File: src/hse_pkg.sv
package hse_pkg;

    localparam logic [31:0] IV0 = 32'h67452301;
    localparam logic [31:0] IV1 = 32'hEFCDAB89;
    localparam logic [31:0] IV2 = 32'h98BADCFE;
    localparam logic [31:0] IV3 = 32'h10325476;
    localparam logic [31:0] IV4 = 32'hC3D2E1F0;
    localparam logic [31:0] K0 = 32'h5A827999;
    localparam logic [31:0] K1 = 32'h6ED9EBA1;
    localparam logic [31:0] K2 = 32'h8F1BBCDC;
    localparam logic [31:0] K3 = 32'hCA62C1D6;
    localparam logic [7:0] IPAD = 8'h36;
    localparam logic [7:0] OPAD = 8'h5C;
    localparam logic [7:0] PAD_MARK = 8'h80;

    localparam logic [1:0] REG_KEY_HIGH = 2'd0;
    localparam logic [1:0] REG_KEY_LOW = 2'd1;
    localparam logic [1:0] REG_HASH_MODE = 2'd2;

    // byte source select
    localparam logic [2:0] SRC_DATA = 3'd0;
    localparam logic [2:0] SRC_IPAD = 3'd1;
    localparam logic [2:0] SRC_OPAD = 3'd2;
    localparam logic [2:0] SRC_MARK = 3'd3;
    localparam logic [2:0] SRC_ZERO = 3'd4;
    localparam logic [2:0] SRC_LEN = 3'd5;
    localparam logic [2:0] SRC_INNER = 3'd6;

    typedef struct packed {
        logic       start_chain;
        logic       put_byte;
        logic [2:0] src;
        logic       count_bits;
        logic [5:0] sel;
        logic       round_start;
        logic       round_step;
        logic       round_finish;
        logic       save_inner;
        logic       snap_len;
    } hse_cmd_t;

    typedef struct packed {
        logic [5:0] byte_pos;
        logic       rounds_done;
    } hse_stat_t;

endpackage

File: src/hmac_sha1_engine_top.sv
// channel   signals                                 dir
// input     in_valid in_stall data_byte has_byte last   in
// output    out_valid out_stall digest_word word_index last_word  out
// config    cfg_we cfg_index cfg_data                in
// Each item passes the holding stage into the engine; no new item enters until it is taken.
// Each full block runs 80 rounds (S_ROUND), then one chain update (S_FIN).
// HMAC: the ipad block runs before the first byte; after the inner padding the outer
// pass hashes the opad block and the inner digest. Plain: padding bytes plus each block's rounds.
// The five digest words leave one per cycle; out_stall holds the current word.
// Reset (async, rst_n low) loads the SHA-1 initial values, hash_mode = 1.
module hmac_sha1_engine_top
    import hse_pkg::*;
(
    input  logic        clk,
    input  logic        rst_n,
    input  logic        in_valid,
    output logic        in_stall,
    input  logic [7:0]  data_byte,
    input  logic        has_byte,
    input  logic        last,
    output logic        out_valid,
    input  logic        out_stall,
    output logic [31:0] digest_word,
    output logic [2:0]  word_index,
    output logic        last_word,
    input  logic        cfg_we,
    input  logic [1:0]  cfg_index,
    input  logic [63:0] cfg_data
);

    logic [63:0] key_high_reg, key_low_reg;
    logic        mode_reg;
    logic        dp_stall;
    logic        pend_reg, pend_has_reg, pend_last_reg;
    logic [7:0]  pend_byte_reg;
    logic        c_valid, c_stall, c_has, c_last;
    logic [7:0]  c_byte;
    hse_cmd_t    cmd;
    hse_stat_t   stat;
    logic [2:0]  sel;

    always_ff @(posedge clk or negedge rst_n)
    begin
        if (!rst_n)
        begin
            key_high_reg <= '0;
            key_low_reg <= '0;
            mode_reg <= 1'b1;
        end
        else if (cfg_we)
        begin
            unique case (cfg_index)
                REG_KEY_HIGH:  key_high_reg <= cfg_data;
                REG_KEY_LOW:   key_low_reg <= cfg_data;
                REG_HASH_MODE: mode_reg <= cfg_data[0];
                default: ;
            endcase
        end
    end

    // one-item holding stage: the engine takes the item from here
    assign in_stall = pend_reg;
    assign c_valid = pend_reg;
    assign c_has = pend_has_reg;
    assign c_last = pend_last_reg;
    assign c_byte = pend_byte_reg;
    assign dp_stall = c_stall;

    always_ff @(posedge clk or negedge rst_n)
    begin
        if (!rst_n)
            pend_reg <= 1'b0;
        else if (pend_reg && !dp_stall && !(cmd.start_chain && mode_reg && cmd.src == SRC_DATA
                 && !cmd.put_byte))
            pend_reg <= 1'b0;
        else if (!pend_reg && in_valid)
            pend_reg <= 1'b1;
    end

    always_ff @(posedge clk)
    begin
        if (!pend_reg && in_valid)
        begin
            pend_byte_reg <= data_byte;
            pend_has_reg <= has_byte;
            pend_last_reg <= last;
        end
    end

    hse_ctrl u_ctrl (
        .clk(clk), .rst_n(rst_n),
        .in_valid(c_valid), .in_stall(c_stall),
        .has_byte(c_has), .last(c_last), .mode(mode_reg),
        .out_stall(out_stall), .out_valid(out_valid), .out_sel(sel),
        .stat(stat), .cmd(cmd)
    );

    hse_datapath u_dp (
        .clk(clk), .rst_n(rst_n), .cmd(cmd), .stat(stat),
        .data_byte(c_byte), .key({key_high_reg, key_low_reg}),
        .out_sel(sel), .digest_word(digest_word)
    );

    assign word_index = sel;
    assign last_word = (sel == 3'd4);

endmodule

File: src/hse_datapath.sv
module hse_datapath
    import hse_pkg::*;
(
    input  logic         clk,
    input  logic         rst_n,
    input  hse_cmd_t     cmd,
    output hse_stat_t    stat,
    input  logic [7:0]   data_byte,
    input  logic [127:0] key,
    input  logic [2:0]   out_sel,
    output logic [31:0]  digest_word
);

    logic [31:0] h_reg [5];
    logic [31:0] wr_reg [5];
    logic [31:0] w_reg [16];
    logic [31:0] inner_reg [5];
    logic [5:0]  pos_reg;
    logic [63:0] bits_reg;
    logic [63:0] len_reg;
    logic [6:0]  rnd_reg;

    logic [7:0]  key_b;
    logic [7:0]  byte_v;
    logic [31:0] inner_w;
    logic [31:0] wnew, wcur, f, k, t;
    logic [3:0]  ri;
    logic [3:0]  i3, i8, i14;

    always_comb
    begin
        key_b = (cmd.sel < 6'd16) ? key[127 - 8*cmd.sel[3:0] -: 8] : 8'h00;
        inner_w = inner_reg[(cmd.sel[4:2] > 3'd4) ? 3'd4 : cmd.sel[4:2]];
        case (cmd.src)
            SRC_DATA:  byte_v = data_byte;
            SRC_IPAD:  byte_v = key_b ^ IPAD;
            SRC_OPAD:  byte_v = key_b ^ OPAD;
            SRC_MARK:  byte_v = PAD_MARK;
            SRC_LEN:   byte_v = len_reg[63 - 8*cmd.sel[2:0] -: 8];
            SRC_INNER: byte_v = inner_w[31 - 8*cmd.sel[1:0] -: 8];
            default:   byte_v = 8'h00;
        endcase
    end

    always_comb
    begin
        ri = rnd_reg[3:0];
        i3 = ri - 4'd3;
        i8 = ri - 4'd8;
        i14 = ri - 4'd14;
        wnew = w_reg[i3] ^ w_reg[i8] ^ w_reg[i14] ^ w_reg[ri];
        wnew = {wnew[30:0], wnew[31]};
        wcur = (rnd_reg < 7'd16) ? w_reg[ri] : wnew;
        if (rnd_reg < 7'd20)
        begin
            f = (wr_reg[1] & wr_reg[2]) | (~wr_reg[1] & wr_reg[3]);
            k = K0;
        end
        else if (rnd_reg < 7'd40)
        begin
            f = wr_reg[1] ^ wr_reg[2] ^ wr_reg[3];
            k = K1;
        end
        else if (rnd_reg < 7'd60)
        begin
            f = (wr_reg[1] & wr_reg[2]) | (wr_reg[1] & wr_reg[3]) | (wr_reg[2] & wr_reg[3]);
            k = K2;
        end
        else
        begin
            f = wr_reg[1] ^ wr_reg[2] ^ wr_reg[3];
            k = K3;
        end
        t = {wr_reg[0][26:0], wr_reg[0][31:27]} + f + wr_reg[4] + k + wcur;
    end

    always_ff @(posedge clk or negedge rst_n)
    begin
        if (!rst_n)
        begin
            pos_reg <= '0;
            bits_reg <= '0;
            rnd_reg <= '0;
            h_reg[0] <= IV0; h_reg[1] <= IV1; h_reg[2] <= IV2;
            h_reg[3] <= IV3; h_reg[4] <= IV4;
        end
        else
        begin
            if (cmd.start_chain)
            begin
                pos_reg <= '0;
                bits_reg <= '0;
                h_reg[0] <= IV0; h_reg[1] <= IV1; h_reg[2] <= IV2;
                h_reg[3] <= IV3; h_reg[4] <= IV4;
            end
            if (cmd.put_byte)
            begin
                pos_reg <= pos_reg + 6'd1;
                if (cmd.count_bits)
                    bits_reg <= bits_reg + 64'd8;
            end
            if (cmd.round_start)
                rnd_reg <= '0;
            else if (cmd.round_step)
                rnd_reg <= rnd_reg + 7'd1;
            if (cmd.round_finish)
                for (int j = 0; j < 5; j++)
                    h_reg[j] <= h_reg[j] + wr_reg[j];
        end
    end

    always_ff @(posedge clk)
    begin
        if (cmd.put_byte)
            w_reg[pos_reg[5:2]][31 - 8*pos_reg[1:0] -: 8] <= byte_v;
        if (cmd.snap_len)
            len_reg <= bits_reg;
        if (cmd.save_inner)
            for (int j = 0; j < 5; j++)
                inner_reg[j] <= h_reg[j];
        if (cmd.round_start)
            for (int j = 0; j < 5; j++)
                wr_reg[j] <= h_reg[j];
        else if (cmd.round_step)
        begin
            if (rnd_reg >= 7'd16)
                w_reg[ri] <= wnew;
            wr_reg[4] <= wr_reg[3];
            wr_reg[3] <= wr_reg[2];
            wr_reg[2] <= {wr_reg[1][1:0], wr_reg[1][31:2]};
            wr_reg[1] <= wr_reg[0];
            wr_reg[0] <= t;
        end
    end

    assign stat.byte_pos = pos_reg;
    assign stat.rounds_done = (rnd_reg == 7'd79);
    assign digest_word = h_reg[(out_sel > 3'd4) ? 3'd4 : out_sel];

endmodule

File: src/hse_ctrl.sv
module hse_ctrl
    import hse_pkg::*;
(
    input  logic      clk,
    input  logic      rst_n,
    input  logic      in_valid,
    output logic      in_stall,
    input  logic      has_byte,
    input  logic      last,
    input  logic      mode,
    input  logic      out_stall,
    output logic      out_valid,
    output logic [2:0] out_sel,
    input  hse_stat_t stat,
    output hse_cmd_t  cmd
);

    localparam logic [3:0] S_IDLE  = 4'd0;
    localparam logic [3:0] S_IPAD  = 4'd1;
    localparam logic [3:0] S_DATA  = 4'd2;
    localparam logic [3:0] S_MARK  = 4'd3;
    localparam logic [3:0] S_ZERO  = 4'd4;
    localparam logic [3:0] S_LEN   = 4'd5;
    localparam logic [3:0] S_OPAD  = 4'd6;
    localparam logic [3:0] S_INNER = 4'd7;
    localparam logic [3:0] S_ROUND = 4'd8;
    localparam logic [3:0] S_FIN   = 4'd9;
    localparam logic [3:0] S_OUT   = 4'd10;

    logic [3:0] state_reg, state_next, ret_reg, ret_next;
    logic [5:0] cnt_reg, cnt_next;
    logic       open_reg, open_next;
    logic       hmac_reg, hmac_next;
    logic       outer_reg, outer_next;
    logic       acc;

    // a byte put leading to a full block goes to the round loop, then ret
    function automatic logic [3:0] after_put(input logic [5:0] pos, input logic [3:0] ret);
        return (pos == 6'd63) ? S_ROUND : ret;
    endfunction

    assign in_stall = !(state_reg == S_DATA);
    assign acc = in_valid && !in_stall;
    assign out_valid = (state_reg == S_OUT);
    assign out_sel = cnt_reg[2:0];

    always_comb
    begin
        state_next = state_reg;
        ret_next = ret_reg;
        cnt_next = cnt_reg;
        open_next = open_reg;
        hmac_next = hmac_reg;
        outer_next = outer_reg;
        cmd = '0;
        cmd.sel = cnt_reg;
        unique case (state_reg)
            S_IDLE:
            begin
                state_next = S_DATA;
            end
            S_DATA:
            begin
                cmd.src = SRC_DATA;
                if (acc && (has_byte || last))
                begin
                    if (!open_reg)
                    begin
                        // first item: open the message, maybe absorb ipad first
                        cmd.start_chain = mode;
                        open_next = 1'b1;
                        hmac_next = mode;
                        outer_next = 1'b0;
                        if (mode)
                        begin
                            state_next = S_IPAD;
                            cnt_next = '0;
                        end
                    end
                    if (open_reg || !mode)
                    begin
                        if (has_byte)
                        begin
                            cmd.put_byte = 1'b1;
                            cmd.count_bits = 1'b1;
                        end
                        if (last)
                        begin
                            ret_next = S_MARK;
                            state_next = has_byte ? after_put(stat.byte_pos, S_MARK) : S_MARK;
                        end
                        else if (has_byte)
                            begin
                                ret_next = S_DATA;
                                state_next = after_put(stat.byte_pos, S_DATA);
                            end
                    end
                end
            end
            S_IPAD:
            begin
                // the first item stays in the holding stage and is taken after the key block
                cmd.src = SRC_IPAD;
                cmd.put_byte = 1'b1;
                cmd.count_bits = 1'b1;
                cnt_next = cnt_reg + 6'd1;
                ret_next = (cnt_reg == 6'd63) ? S_DATA : S_IPAD;
                state_next = after_put(stat.byte_pos, S_IPAD);
            end
            S_MARK:
            begin
                cmd.src = SRC_MARK;
                cmd.put_byte = 1'b1;
                cmd.snap_len = 1'b1;
                ret_next = (stat.byte_pos == 6'd55) ? S_LEN : S_ZERO;
                cnt_next = '0;
                state_next = after_put(stat.byte_pos, ret_next);
            end
            S_ZERO:
            begin
                cmd.src = SRC_ZERO;
                cmd.put_byte = 1'b1;
                ret_next = (stat.byte_pos == 6'd55) ? S_LEN : S_ZERO;
                cnt_next = '0;
                state_next = after_put(stat.byte_pos, ret_next);
            end
            S_LEN:
            begin
                cmd.src = SRC_LEN;
                cmd.put_byte = 1'b1;
                cnt_next = cnt_reg + 6'd1;
                state_next = S_LEN;
                if (cnt_reg == 6'd7)
                begin
                    state_next = S_ROUND;
                    ret_next = (hmac_reg && !outer_reg) ? S_OPAD : S_OUT;
                    cnt_next = '0;
                end
            end
            S_OPAD:
            begin
                cmd.src = SRC_OPAD;
                if (cnt_reg == 6'd0 && !outer_reg)
                begin
                    cmd.save_inner = 1'b1;
                    cmd.start_chain = 1'b1;
                    outer_next = 1'b1;
                end
                else
                begin
                    cmd.put_byte = 1'b1;
                    cmd.count_bits = 1'b1;
                    cnt_next = cnt_reg + 6'd1;
                    ret_next = (cnt_reg == 6'd63) ? S_INNER : S_OPAD;
                    if (cnt_reg == 6'd63)
                        cnt_next = '0;
                    state_next = after_put(stat.byte_pos, ret_next);
                end
            end
            S_INNER:
            begin
                cmd.src = SRC_INNER;
                cmd.put_byte = 1'b1;
                cmd.count_bits = 1'b1;
                cnt_next = cnt_reg + 6'd1;
                state_next = (cnt_reg == 6'd19) ? S_MARK : S_INNER;
            end
            S_ROUND:
            begin
                cmd.round_step = 1'b1;
                if (stat.rounds_done)
                    state_next = S_FIN;
            end
            S_FIN:
            begin
                cmd.round_finish = 1'b1;
                state_next = ret_reg;
                if (ret_reg == S_OUT)
                    cnt_next = '0;
            end
            S_OUT:
            begin
                if (!out_stall)
                begin
                    cnt_next = cnt_reg + 6'd1;
                    if (cnt_reg == 6'd4)
                    begin
                        cnt_next = '0;
                        open_next = 1'b0;
                        cmd.start_chain = 1'b1;
                        state_next = S_DATA;
                    end
                end
            end
            default:
            begin
                state_next = S_IDLE;
            end
        endcase
        if (state_next == S_ROUND && state_reg != S_ROUND)
            cmd.round_start = 1'b1;
    end

    always_ff @(posedge clk or negedge rst_n)
    begin
        if (!rst_n)
        begin
            state_reg <= S_IDLE;
            ret_reg <= S_DATA;
            cnt_reg <= '0;
            open_reg <= 1'b0;
            hmac_reg <= 1'b0;
            outer_reg <= 1'b0;
        end
        else
        begin
            state_reg <= state_next;
            ret_reg <= ret_next;
            cnt_reg <= cnt_next;
            open_reg <= open_next;
            hmac_reg <= hmac_next;
            outer_reg <= outer_next;
        end
    end

endmodule
File: config.mk
export PLATFORM = sky130hd
export DESIGN_NAME = hmac_sha1_engine_top
export DESIGN_NICKNAME = d
export VERILOG_FILES = /design/src/hse_pkg.sv /design/src/hmac_sha1_engine_top.sv /design/src/hse_datapath.sv /design/src/hse_ctrl.sv
export SDC_FILE = /design/constraint.sdc
export NUM_CORES = 2
export LEC_CHECK = 0
export BUFFER_PORTS_ARGS = -buffer_cell sky130_fd_sc_hd__buf_4
export CAP_MARGIN = 10
export CORE_UTILIZATION = 45
export DETAILED_ROUTE_END_ITERATION = 12
export HOLD_SLACK_MARGIN = 0.15
export PLACE_DENSITY = 0.72
export SLEW_MARGIN = 30
export SYNTH_ARGS = -nofsm -noshare
export SYNTH_HDL_FRONTEND = slang
export SYNTH_SLANG_ARGS = --single-unit
File: constraint.sdc
create_clock -name clk -period 8.6 [get_ports clk]
set_input_delay 1.29 -clock clk [delete_from_list [all_inputs] [get_ports clk]]
set_output_delay 1.29 -clock clk [all_outputs]
set_load 0.01 [all_outputs]
==> impl_metrics.env <==
export IMPL_path_class="flop to flop"
export IMPL_synthArstFlopShare_pct=29.8
export IMPL_fin_crit_sh_pct=94.3
export IMPL_drtAntennaViolNets=0
export IMPL_grt_pass1_wl_mm=330
export IMPL_relSlewSlack_pct=25.9
export IMPL_drive_above_1_share_pct=23.4
export IMPL_synth_top_area_share_pct=36.1
export IMPL_antenna_found_initial=12
export IMPL_start_util_pct=45.5
export IMPL_drt_initial_drc_count=6635
export IMPL_post_drt_via_cell_ratio=6.38
export IMPL_htreeDepth=4
export IMPL_grtUsageMet3_pct=5.52
export IMPL_cp_required_ns=9.14
export IMPL_ir_worst_vdd_uv=213
export IMPL_die_y_um=412
export IMPL_crit_path_start_kind="flop"
export IMPL_busiest_layer="met2"
export IMPL_power_density_nw_per_um2=158
export IMPL_drv_slew=0
export IMPL_r2r_cells=25
export IMPL_design_final_nets=6309
export IMPL_finalWorstSetupSlack_ns=0.492
export IMPL_critPathCaptureType="flop"
export IMPL_grt_start_max_net_pins=142
export IMPL_drv_cap=0
export IMPL_dr_pass1_iters=6
export IMPL_drc_errors=0
export IMPL_run_status="completed"
export IMPL_synth_cell_types=96
export IMPL_numCtsBuffers=138
export IMPL_final_setup_skew_ns=0.0499
export IMPL_cp_max_fo=115
export IMPL_grt_use_met1_pct=34.5
export IMPL_met2_usage_pct=40.9
export IMPL_syn_area_um2=75500
export IMPL_ys_seq_elements=1290
export IMPL_grt_remaining_overflow=0
export IMPL_hp_class="flop to flop"
export IMPL_finalHoldViolCount=0
export IMPL_clock_fmax_mhz=123
export IMPL_rsz0062_at_grt="false"
export IMPL_clk_path_buf_depth=3
export IMPL_gp_congestion=0.930
export IMPL_cts_root_buf="clkbuf_16"
export IMPL_core_area_um2=166000
export IMPL_holdPathStages=0
export IMPL_clk_latency_ns=0.82
export IMPL_dominantRegCellSynth="edfxtp_1"
export IMPL_grt_pass1_vias=51100
export IMPL_clock_sinks=1290
export IMPL_synth_edf_count=906
export IMPL_dieArea_um2=169000
export IMPL_setup_viol=0
export IMPL_cts_resized=0
export IMPL_cts_setup_buffers=0
export IMPL_hold_buffers=0
export IMPL_timing_setup_tns_ns=0
export IMPL_p_leak_nw=31.1
export IMPL_vias=52200
export IMPL_synth_area_leaders="edfxtp_1 (36%), mux4_2 (16%), dfrtp_1 (10%)"
export IMPL_drt_wl_total_mm=221
export IMPL_synth_top_area_cell="edfxtp_1"
export IMPL_syn_to_final_growth_pct=11.1
export IMPL_detailed_place_hpwl_mm=154
export IMPL_routedWlPerCell_um=27.0
export IMPL_syn_nets=6240
export IMPL_min_period_ns=8.11
export IMPL_ios=119
export IMPL_clk_pin_slew_ns=0.07
export IMPL_syn_area_per_cell_um2=13.0
export IMPL_critPathArrivalTime_ns=8.65
export IMPL_ys_warn_count=0
export IMPL_max_slew_worst_pin_slew_ns=1.10
export IMPL_synthCells=5806
export IMPL_track_usage_pct=26.1
export IMPL_cts_tree="built"
export IMPL_ys_seq_area_share_pct=48.9
export IMPL_portBuffers=118
export IMPL_die_x_um=412
export IMPL_largest_reg_flops=512
export IMPL_pre_cts_slack_ns=0.647
export IMPL_rows=149
## synth_stat cells (42+ instances only)
cell type,n
mux4_2,550
edfxtp_1,906
inv_1,228
dfstp_2,82
o21ai_0,320
fa_1,124
clkbuf_1,168
ha_1,229
nand2_1,734
mux2_2,183
nand2b_1,48
dfrtp_1,302
buf_2,73
xnor2_1,192
buf_1,45
xor2_1,89
mux2i_1,143
nor3_1,83
a21o_1,82
nand3_1,125
nor2b_1,42
nor2_1,284
a21oi_1,266
## final timing paths
check | from | to | slack (ns)
max reg2reg | u_dp.rnd_reg[1] | u_dp.wr_reg[0][28] | 0.49
min in group asynchronous | rst_n | key_low_reg[25] | 0.48
min reg2reg | u_dp.bits_reg[0] | u_dp.len_reg[0] | 0.44
min | u_dp.bits_reg[0] | u_dp.len_reg[0] | 0.44
max in group asynchronous | rst_n | u_dp.h_reg[64] | 6.81
max | u_dp.rnd_reg[1] | u_dp.wr_reg[0][28] | 0.49
## final cells by class
type                            count  area (µm²)
Tap cell                         2189        2740
Clock buffer                      190        3800
Fill cell                       13700       81900
Multi-Input combinational cell   3971       36600
Clock inverter                     66         881
Inverter                          231         880
Timing Repair Buffer              243        2020
Sequential cell                  1290       36900
Antenna cell                        3        7.51
## power by group
group / leakage (nW) / total [mW] / switching [mW] / internal, mW
clock network: 2.26 / 6.20 / 2.66 / 3.54
logic: 15.8 / 0.304 / 0.133 / 0.171
registers: 13.1 / 6.77 / 0.0591 / 6.71
total: 31.1 / 13.3 / 2.85 / 10.4
## per-stage QoR
| stage | hold slack (ns) | util (%) | power (mW) | area, µm² | cells |
|---|---|---|---|---|---|
| 6_report | 0.444 | 50.6 | 13.3 | 83900 | 8183 |
| 5_1_grt | 0.456 | 50.6 | 13.6 | 83900 | 8180 |
| 4_1_cts | 0.435 | 50.5 | 13.3 | 83700 | 8178 |
| 3_5_place_dp | 0.429 | 47.7 | 7.20 | 79000 | 7922 |
| 3_3_place_gp | 0.426 | 47.6 | 7.18 | 78900 | 7919 |
| 2_1_floorplan | 0.417 | - | 7.04 | 75500 | 5806 |
## cell usage in the layout, fill, tap and decap left out, types with 16 or more instances in the layout
cell	count
a21o_1	82
a21oi_1	263
a31oi_1	37
and2_1	16
and3_1	33
buf_4	227
clkbuf_1	38
clkbuf_16	139
dfrtp_1	295
dfstp_2	82
edfxtp_1	906
fa_1	124
ha_1	227
inv_1	226
mux2_2	183
mux2i_1	143
mux4_2	550
nand2_1	733
nand2b_1	46
nand3_1	123
nand4_1	22
nor2_1	256
nor2_2	26
nor2b_1	41
nor3_1	81
o21a_1	21
o21ai_0	315
o21ai_1	26
o21bai_1	26
o221ai_1	16
o31ai_1	19
o32ai_1	17
or2_2	26
xnor2_1	190
xor2_1	88
## layer usage
metal | vias to the layer above | wire [µm]
met5 | - | 76
met4 | 14 | 11700
met3 | 595 | 22900
met2 | 3053 | 103000
met1 | 26400 | 83700
li1 | 22100 | -
## critical path, cell delays in order (launching register included)
cell and delay, ns:
dfrtp_4 0.49, buf_12 0.60, buf_4 0.73, mux4_2 0.61, mux2i_1 0.32, xnor2_1 0.15
xnor2_1 0.42, nor2_1 0.09, a31oi_1 0.32, fa_1 0.23, inv_1 0.06, fa_1 0.55
inv_1 0.06, fa_1 0.53, inv_1 0.04, ha_1 0.31, o21a_1 0.14, o21ai_0 0.23
a22oi_1 0.15, a41oi_2 0.30, o32ai_1 0.18, a21oi_1 0.31, o31ai_1 0.19, and3_1 0.22
a2111oi_0 0.41, o21ai_1 0.12
## logic make-up (layout without fill, tap and decap cells)
family | Yosys count | in the layout | synth area share, %
compound gates | 978 | 978 | 7.89
xor+xnor | 281 | 281 | 3.26
fa+ha+maj | 353 | 353 | 7.09
buf+inv | 545 | 730 | 3.02
flops | 1290 | 1290 | 48.9
mux | 877 | 877 | 21.1
other cells | 0 | 3 | 0
simple gates | 1482 | 1482 | 8.74
Power figures use the tool's default switching activity.
